## src/rtl/core/ssd_pkg.sv

```systemverilog
// shared types and constants for the segment-to-segment distance pipeline
`timescale 1ns / 1ps
`default_nettype none
package ssd_pkg;

  // field widths
  localparam int COORD_W   = 16;
  localparam int FRAC_BITS = 16;
  localparam int EPS_W     = 33;
  localparam int DIST_W    = 33;

  // derived arithmetic widths
  localparam int DIFF_W = COORD_W + 1;      // coordinate difference
  localparam int PROD_W = 2 * DIFF_W;       // one signed product
  localparam int SUM_W  = PROD_W + 1;       // sum of two products
  localparam int SQ_W   = 2 * COORD_W + 1;  // squared length, unsigned
  localparam int CRM_W  = SQ_W;             // cross product magnitude
  localparam int SQR_W  = 2 * CRM_W;        // cross magnitude squared
  localparam int NUM_W  = SQR_W + 2 * FRAC_BITS;
  localparam int Q_W    = SQ_W + 2 * FRAC_BITS;  // scaled squared distance

  // divider: quotient bits per stage
  localparam int DIV_STEP   = 4;
  localparam int DIV_STAGES = (Q_W + DIV_STEP - 1) / DIV_STEP;
  localparam int QP_W       = DIV_STAGES * DIV_STEP;

  // square root: root bits per stage
  localparam int RT_STEP   = 3;
  localparam int RT_STAGES = ((Q_W + 1) / 2 + RT_STEP - 1) / RT_STEP;
  localparam int RP_W      = RT_STAGES * RT_STEP;
  localparam int RAD_W     = 2 * RP_W;
  localparam int REM_W     = RP_W + 2;

  typedef logic signed [COORD_W-1:0] coord_t;
  typedef logic signed [DIFF_W-1:0]  diff_t;
  typedef logic [EPS_W-1:0]          eps_t;
  typedef logic [Q_W-1:0]            cand_t;

  typedef struct packed {
    coord_t x;
    coord_t y;
  } pt_t;

  typedef struct packed {
    diff_t x;
    diff_t y;
  } vec_t;

  // orientation of a point against a directed segment
  typedef enum logic [2:0] {
    OR_ON,
    OR_CCW,
    OR_CW,
    OR_BEHIND,
    OR_BEYOND
  } orient_t;

  typedef struct packed {
    logic valid;
    vec_t dir;      // segment end minus start
    vec_t rel;      // point minus segment start
    vec_t rel_end;  // point minus segment end
  } ptseg_in_t;

  typedef struct packed {
    logic    valid;
    orient_t orient;
    cand_t   cand;  // floor(2^(2*FRAC_BITS) * squared distance)
  } ptseg_out_t;

endpackage
`default_nettype wire

```

## src/rtl/core/ssd_isqrt.sv

```systemverilog
// pipelined integer square root, RT_STEP root bits per stage
`timescale 1ns / 1ps
`default_nettype none
module ssd_isqrt (
  input  logic                     clk,
  input  logic                     rst_n,
  input  logic                     in_vld,
  input  logic                     in_tag,
  input  logic [ssd_pkg::Q_W-1:0]  rad,
  output logic                     out_vld,
  output logic                     out_tag,
  output logic [ssd_pkg::RP_W-1:0] root
);
  import ssd_pkg::*;

  localparam int LAST = RT_STAGES - 1;

  logic [REM_W-1:0] srem_r [RT_STAGES];
  logic [RP_W-1:0]  sroot_r[RT_STAGES];
  logic [RAD_W-1:0] srad_r [RT_STAGES];
  logic             sv_r   [RT_STAGES];
  logic             stag_r [RT_STAGES];

  for (genvar k = 0; k < RT_STAGES; k++) begin : g_rt
    logic [REM_W-1:0] m_in, m_out, rs, trial;
    logic [RP_W-1:0]  q_in, q_out;
    logic [RAD_W-1:0] a_in, a_out;
    logic             v_in, tag_in;

    if (k == 0) begin : g_first
      assign m_in   = '0;
      assign q_in   = '0;
      assign a_in   = RAD_W'(rad);
      assign v_in   = in_vld;
      assign tag_in = in_tag;
    end else begin : g_next
      assign m_in   = srem_r[k-1];
      assign q_in   = sroot_r[k-1];
      assign a_in   = srad_r[k-1];
      assign v_in   = sv_r[k-1];
      assign tag_in = stag_r[k-1];
    end

    always_comb begin
      m_out = m_in;
      q_out = q_in;
      a_out = a_in;
      rs    = '0;
      trial = '0;
      for (int j = 0; j < RT_STEP; j++) begin
        rs    = (m_out << 2) | REM_W'(a_out[RAD_W-1 -: 2]);
        a_out = a_out << 2;
        trial = (REM_W'(q_out) << 2) | REM_W'(1);
        if (rs >= trial) begin
          m_out = rs - trial;
          q_out = (q_out << 1) | RP_W'(1);
        end else begin
          m_out = rs;
          q_out = q_out << 1;
        end
      end
    end

    always_ff @(posedge clk) begin
      if (!rst_n) begin
        sv_r[k] <= 1'b0;
      end else begin
        sv_r[k] <= v_in;
      end
    end

    always_ff @(posedge clk) begin
      srem_r[k]  <= m_out;
      sroot_r[k] <= q_out;
      srad_r[k]  <= a_out;
      stag_r[k]  <= tag_in;
    end
  end

  assign out_vld = sv_r[LAST];
  assign out_tag = stag_r[LAST];
  assign root    = sroot_r[LAST];

endmodule
`default_nettype wire
```

## config.mk

```make
export PLATFORM = sky130hd
export DESIGN_NAME = ssd_isqrt
export DESIGN_NICKNAME = d
export VERILOG_FILES = /design/src/rtl/core/ssd_pkg.sv /design/src/rtl/core/ssd_isqrt.sv
export SDC_FILE = /design/constraint.sdc
export NUM_CORES = 2
export LEC_CHECK = 0
export BUFFER_PORTS_ARGS = -buffer_cell sky130_fd_sc_hd__buf_4
export CAP_MARGIN = 20
export CORE_UTILIZATION = 35
export DETAILED_ROUTE_END_ITERATION = 8
export GPL_TIMING_DRIVEN = 0
export PLACE_DENSITY = 0.49
export SKIP_LAST_GASP = 1
export SLEW_MARGIN = 10
export SYNTH_ARGS = -nofsm -noshare
export SYNTH_HDL_FRONTEND = slang
export SYNTH_SLANG_ARGS = --single-unit
```

## constraint.sdc

```tcl
create_clock -name clk -period 24.1 [get_ports clk]
set_input_delay 1.205 -clock clk [delete_from_list [all_inputs] [get_ports clk]]
set_output_delay 1.205 -clock clk [all_outputs]
set_load 0.02 [all_outputs]
```

# Word level (Yosys, flattened, before mapping)
# Memories as Yosys holds them, arrays and structs flattened.
# Index checks and enable logic that the tools add are counted.
[word_totals]
regBits = 0
latch_bits = 0
ram_bits = 1430
mem_bits_ro = 0
in_bits = 69
wordCells = 193
n_memories = 5
[op_classes]
add_sub_neg = 33
mul = 0
div_mod_pow = 0
order_cmp = 33
n_eq_ne = 0
shift = 0
mux = 79
n_bitwise = 43
n_reduce_logical = 0
[memory_table]
columns = ["name", "depth", "word_bits", "read_ports", "rd_ports_with_merged_regs", "wr", "line_no", "rtl"]
rows = [
  ["srad_r", 11, 60, 10, 0, 11, "ssd_isqrt.sv:20", "logic [RAD_W-1:0] srad_r [RT_STAGES];"],
  ["srem_r", 11, 35, 10, 0, 11, "ssd_isqrt.sv:18", "logic [REM_W-1:0] srem_r [RT_STAGES];"],
  ["sroot_r", 11, 33, 11, 0, 11, "ssd_isqrt.sv:19", "logic [RP_W-1:0] sroot_r[RT_STAGES];"],
  ["stag_r", 11, 1, 11, 0, 11, "ssd_isqrt.sv:22", "logic stag_r [RT_STAGES];"],
  ["sv_r", 11, 1, 11, 0, 11, "ssd_isqrt.sv:21", "logic sv_r [RT_STAGES];"],
]
[op_table]
columns = ["operator", "count"]
rows = [
  ["$or A35 B2 Y35", 32],
  ["$ge A35 B35 Y1", 30],
  ["$mux W33", 22],
  ["$sub A33 B33 Y33", 20],
  ["$mux W35", 11],
  ["$sub A35 B35 Y35", 10],
  ["$mux W1", 46],
  ["$ge A35 B3 Y1", 1],
  ["$ge A35 B4 Y1", 1],
  ["$sub A35 B4 Y35", 1],
  ["$sub A33 B3 Y33", 1],
  ["$or A1 B1 Y1", 11],
  ["$sub A1 B1 Y2 const B", 1],
  ["$ge A1 B1 Y1 const B", 1],
]

# Depth between registers and ports, before layout
# An unclocked memory read counts as a cell.
[logic_depth]
ltp_word = 10
depth_mapped = 49
mapped_depth_nobuf = 45

# Least setup slack after synthesis
# No wires, ideal clock.
[synth_timing]
path_kind = "reg-to-reg"
start = "memory sroot_r[8][6] (netlist bit)"
end = "memory srem_r[9][14] (netlist bit)"
setup_ps = 70
arrival_ps = 9056
required_ps = 24030
path_slack_ps = 14974
stages_incl_launch_ff = 49
n_path_buf = 6
period_less_slack_ps = 9126
path_cell_list = "dfxtp_1 inv_1 ha_1 a21oi_1 o221ai_1 a221oi_1 o21bai_1 a21o_1 a21oi_1 o22ai_1 o41ai_1 o32ai_1 nor2_1 nor2b_1 nor2_1 xor2_1 o21ai_0 ha_1 [... 13 more ...] a21o_1 a21o_1 a21o_1 a21oi_1 o21bai_1 a21o_1 a21o_1 a21o_1 nand3_1 o21ai_0 o211ai_1 a21oi_1 a221o_1 or2_2 clkbuf_1 clkbuf_1 buf_1 a21oi_1"
[synth_lines]
columns = ["item", "line_no"]
rows = [
  ["start: declaration", "ssd_isqrt.sv:19"],
  ["end: declaration", "ssd_isqrt.sv:18"],
]

==> metrics.txt <==
# TYPE chip_impl_metric gauge
chip_impl_info{name="status",value="completed"} 1
chip_impl_metric{name="antenna_found_initial",unit=""} 1
chip_impl_metric{name="max_clock_freq",unit="MHz"} 72.1
chip_impl_info{name="critical_path.reg2reg.endpoint",value="srem_r[7][8]"} 1
chip_impl_metric{name="dp_hpwl",unit="um"} 192000
chip_impl_metric{name="cts.sinks",unit=""} 875
chip_impl_metric{name="postRouteWirelength",unit="um"} 232000
chip_impl_metric{name="power-per-cell-area",unit="nW/um^2"} 104
chip_impl_metric{name="cts_hold_buf",unit=""} 0
chip_impl_info{name="timing.hold.worst_endpoint",value="srad_r[7][59]"} 1
chip_impl_metric{name="number_of_primary_i_o_pins",unit=""} 104
chip_impl_metric{name="numPortBuffers",unit=""} 103
chip_impl_metric{name="wl_per_cell",unit="um"} 21.2
chip_impl_metric{name="post_cts.repair.setup_buffers",unit=""} 0
chip_impl_metric{name="timing.final.hold_violations",unit=""} 0
chip_impl_metric{name="reg2reg_setup_slack",unit="ns"} 10.24
chip_impl_metric{name="cts.htree.levels",unit=""} 3
chip_impl_metric{name="drive_gt1_share",unit="%"} 6.63
chip_impl_metric{name="final_nets",unit=""} 9084
chip_impl_metric{name="synth_async_sr_flop_share",unit="%"} 0
chip_impl_info{name="critical_path.startpoint_type",value="flip-flop"} 1
chip_impl_metric{name="grt_first_pass_wirelength",unit="um"} 351000
chip_impl_metric{name="cp_data_arrival_time",unit="ns"} 14.51
chip_impl_metric{name="worstRegToRegCells",unit=""} 43
chip_impl_info{name="holdCritStartpoint",value="srad_r[6][53]"} 1
chip_impl_metric{name="grt_start_max_net_pins",unit=""} 16
chip_impl_metric{name="gpl.final_weighted_congestion",unit=""} 0.953
chip_impl_metric{name="num_rows",unit=""} 157
chip_impl_info{name="grt_setup_unrepaired",value="no"} 1
chip_impl_metric{name="first_global_vias",unit=""} 58068
chip_impl_metric{name="initial_utilization",unit="%"} 35.4
chip_impl_metric{name="netlist_area",unit="um^2"} 65100
chip_impl_info{name="postSynth.topFlopCell",value="dfxtp_1"} 1
chip_impl_metric{name="core_box_area",unit="um^2"} 184000
chip_impl_metric{name="finalWorstSetupSlack",unit="ns"} 10.24
chip_impl_info{name="r2r-start",value="sroot_r[6][16]"} 1
chip_impl_metric{name="depth_of_the_worst_hold_timing_path",unit=""} 0
chip_impl_metric{name="synth.lib_cells_used.distinct",unit=""} 115
chip_impl_metric{name="mapped_cells",unit=""} 8211
chip_impl_metric{name="worst-path-max-fanout",unit=""} 10
chip_impl_metric{name="synth-seq-area-share",unit="%"} 26.9
chip_impl_metric{name="yosys_register_bits",unit=""} 875
chip_impl_metric{name="setup-tns-final",unit="ns"} 0
chip_impl_metric{name="cts.clk_slew.worst_paths",unit="ns"} 0.06
chip_impl_metric{name="die_w",unit="um"} 433
chip_impl_metric{name="num_vias",unit=""} 61490
chip_impl_info{name="cts_tree",value="done"} 1
chip_impl_metric{name="route.antenna.remaining_nets",unit=""} 0
chip_impl_metric{name="via_per_inst",unit=""} 5.60
chip_impl_metric{name="die-height",unit="um"} 433
chip_impl_metric{name="drc",unit=""} 0
chip_impl_metric{name="first_iter_violations",unit=""} 4739
chip_impl_metric{name="fin_crit_sh",unit="%"} 57.5
chip_impl_metric{name="ys_warn_count",unit=""} 0
chip_impl_info{name="critical_path_class",value="flip-flop to flip-flop"} 1
chip_impl_metric{name="post_route_cell_area",unit="um^2"} 72500
chip_impl_metric{name="gr_ovfl_total",unit=""} 0
chip_impl_metric{name="drt_pre_antenna_iters",unit=""} 6
chip_impl_metric{name="total_leakage_power",unit="nW"} 32.7
chip_impl_metric{name="worst_tran_pin_value",unit="ns"} 1.12
chip_impl_metric{name="finalClockSkew",unit="ns"} 0.0438
chip_impl_metric{name="area.growth.synth_to_final",unit="%"} 11.4
chip_impl_metric{name="die-area",unit="um^2"} 188000
chip_impl_info{name="crit_path_end_kind",value="flip-flop"} 1
chip_impl_metric{name="max-cap-violations",unit=""} 0
chip_impl_metric{name="syn_avg_cell_area",unit="um^2"} 7.93
chip_impl_metric{name="cts-buffers-inserted",unit=""} 100
chip_impl_info{name="min_path_type",value="flip-flop to flip-flop"} 1
chip_impl_metric{name="grtUsageTotal",unit="%"} 23.9
chip_impl_metric{name="cp_slowest_stage_delay",unit="ns"} 0.83
chip_impl_metric{name="synth.net_count",unit=""} 8869
chip_impl_metric{name="number_of_enable_type_register_cells_in_the_synthesized_netlist",unit=""} 0
chip_impl_metric{name="slew-limit-headroom",unit="%"} 24.8
chip_impl_metric{name="cp_data_required_time",unit="ns"} 24.75
chip_impl_metric{name="slew_viol_final",unit=""} 0
chip_impl_info{name="buffer_type_at_the_clock_tree_root",value="clkbuf_16"} 1
chip_impl_metric{name="placed_cell_area",unit="um^2"} 69000
chip_impl_metric{name="cts-root-to-sink-buffers",unit=""} 3
chip_impl_metric{name="final_period_minus_worst_setup_slack",unit="ns"} 13.86
chip_impl_metric{name="worst_skew_pair.late_latency",unit="ns"} 0.75
chip_impl_info{name="critical-path-slowest-cell",value="a211oi_1"} 1
chip_impl_metric{name="cts_resized",unit=""} 0
chip_impl_metric{name="ir_worst_vdd",unit="uV"} 66.7
chip_impl_metric{name="finalSetupViolCount",unit=""} 0
chip_impl_metric{name="pre_cts_slack",unit="ns"} 10.34
## per-layer routing
| metal | routed length, um | global-route usage, % | part of all wire (%) | vias to the layer above |
|---|---|---|---|---|
| met4 | 7350 | 8.17 | 3.2 | 0 |
| met2 | 105000 | 38.6 | 45 | 1606 |
| met1 | 109000 | 33.1 | 47 | 29305 |
| met5 | 0 | 0 | 0 | - |
| met3 | 10900 | 2.20 | 4.7 | 275 |
| li1 | - | - | - | 30304 |
## cell type report
class                      count  area, um^2
sequential                   875       17500
buffer                       245         996
tap                         2464        3080
antenna                        1        2.50
clock inverter                53         671
timing repair buffer         113         833
inverter                     426        1600
multi-input combinational   6665       45000
fill                       19112      111000
clock buffer                 130        2810
## Yosys cell counts, types with 25 or more instances
cell / count / area [um^2]
inv_1: 414 / 1550
nand3b_1: 27 / 203
o21a_1: 82 / 616
buf_2: 28 / 140
a2111oi_0: 27 / 236
or4_1: 66 / 495
dfxtp_1: 875 / 17500
nor2b_1: 88 / 551
nand2_1: 656 / 2460
a211o_1: 29 / 254
or3_1: 91 / 569
mux2_2: 93 / 1050
mux2i_1: 29 / 290
xor2_1: 262 / 2290
ha_1: 589 / 7370
nor3_1: 235 / 1180
buf_1: 32 / 120
o31a_1: 25 / 219
o31ai_1: 63 / 473
nor4_1: 101 / 632
o21ai_0: 420 / 2100
clkbuf_1: 179 / 672
nor2_1: 724 / 2720
and2_1: 76 / 475
nand4_1: 154 / 963
a31oi_1: 86 / 538
a21o_1: 321 / 2410
and4_1: 32 / 280
a21boi_0: 26 / 195
o211ai_1: 42 / 315
nor4b_1: 27 / 236
a211oi_1: 85 / 638
a21oi_1: 720 / 3600
o21bai_1: 79 / 593
nand3_1: 218 / 1090
or2_2: 63 / 394
nand2b_1: 109 / 682
xnor2_1: 503 / 4410
and3_1: 104 / 651
## how the worst max path moves through the flow
stage	slack (ns)	from	end	cells past startpoint
2_1_floorplan	14.97	sroot_r[8][6]	srem_r[9][14]	48
3_3_place_gp	10.31	sroot_r[6][16]	srem_r[7][10]	42
3_5_place_dp	10.34	sroot_r[6][16]	srem_r[7][10]	44
4_1_cts	10.32	sroot_r[6][16]	srem_r[7][10]	44
5_1_grt	9.48	sroot_r[6][16]	srem_r[7][10]	43
6_report	10.24	sroot_r[6][16]	srem_r[7][8]	43
## logic make-up (layout without fill, tap and decap cells)
family,Yosys count,count (layout),share of synthesized area (%)
adder cells (fa/ha/maj),589,589,11.3
AND/OR/NAND/NOR,2873,2873,22.4
buffers and inverters,671,967,3.99
flip-flops,875,875,26.9
AO/OA/AOI/OAI,2314,2314,23.0
other,0,1,0
XOR/XNOR,767,767,10.3
multiplexers,122,122,2.05
## where the power goes
part | switching, W | leakage [nW] | internal (W)
clock network | 0.000644 | 1.70 | 0.000918
logic | 0.00249 | 23.6 | 0.00150
registers | 0.000261 | 7.31 | 0.00171
total | 0.00340 | 32.7 | 0.00412
## metrics by stage
step	total power [W]	cells	hold WS, ns	util (%)
3_5_place_dp	0.00589	10785	0.312	37.5
6_report	0.00752	10972	0.292	39.4
2_1_floorplan	0.00476	8211	0.310	-
5_1_grt	0.00804	10971	0.316	39.4
4_1_cts	0.00751	10968	0.302	39.4
3_3_place_gp	0.00588	10778	0.310	37.5
## registers in the layout, summed over array words and instances, names as in the netlist
signal,cells
sroot_r,198
stag_r,11
srem_r,325
srad_r,330
sv_r,11
## worst max-delay path: cells and delay by family (launching register included)
| kind | cells | cell delay (ns) |
|---|---|---|
| AO/OA/AOI/OAI | 16 | 5.90 |
| AND/OR/NAND/NOR | 11 | 2.56 |
| adder cells (fa/ha/maj) | 3 | 1.08 |
| flip-flops | 1 | 0.40 |
| buffers and inverters | 13 | 3.78 |
## cells in the final DEF, fill, tap and decap left out, types with 88 or more instances in the layout
| master | Yosys | final |
|---|---|---|
| clkbuf_1 | 179 | 191 |
| dfxtp_1 | 875 | 875 |
| nor2_1 | 724 | 724 |
| a21oi_1 | 720 | 720 |
| a21o_1 | 321 | 321 |
| nor3_1 | 235 | 235 |
| nand2b_1 | 109 | 109 |
| nand4_1 | 154 | 154 |
| or3_1 | 91 | 91 |
| mux2_2 | 93 | 93 |
| o21ai_0 | 420 | 420 |
| nand2_1 | 656 | 656 |
| inv_1 | 414 | 414 |
| nor2b_1 | 88 | 88 |
| xnor2_1 | 503 | 503 |
| nand3_1 | 218 | 218 |
| buf_4 | 1 | 104 |
| ha_1 | 589 | 589 |
| clkbuf_16 | 0 | 100 |
| and3_1 | 104 | 104 |
| xor2_1 | 262 | 262 |
| nor4_1 | 101 | 101 |
Note: power is estimated with default switching activity, not from simulation.
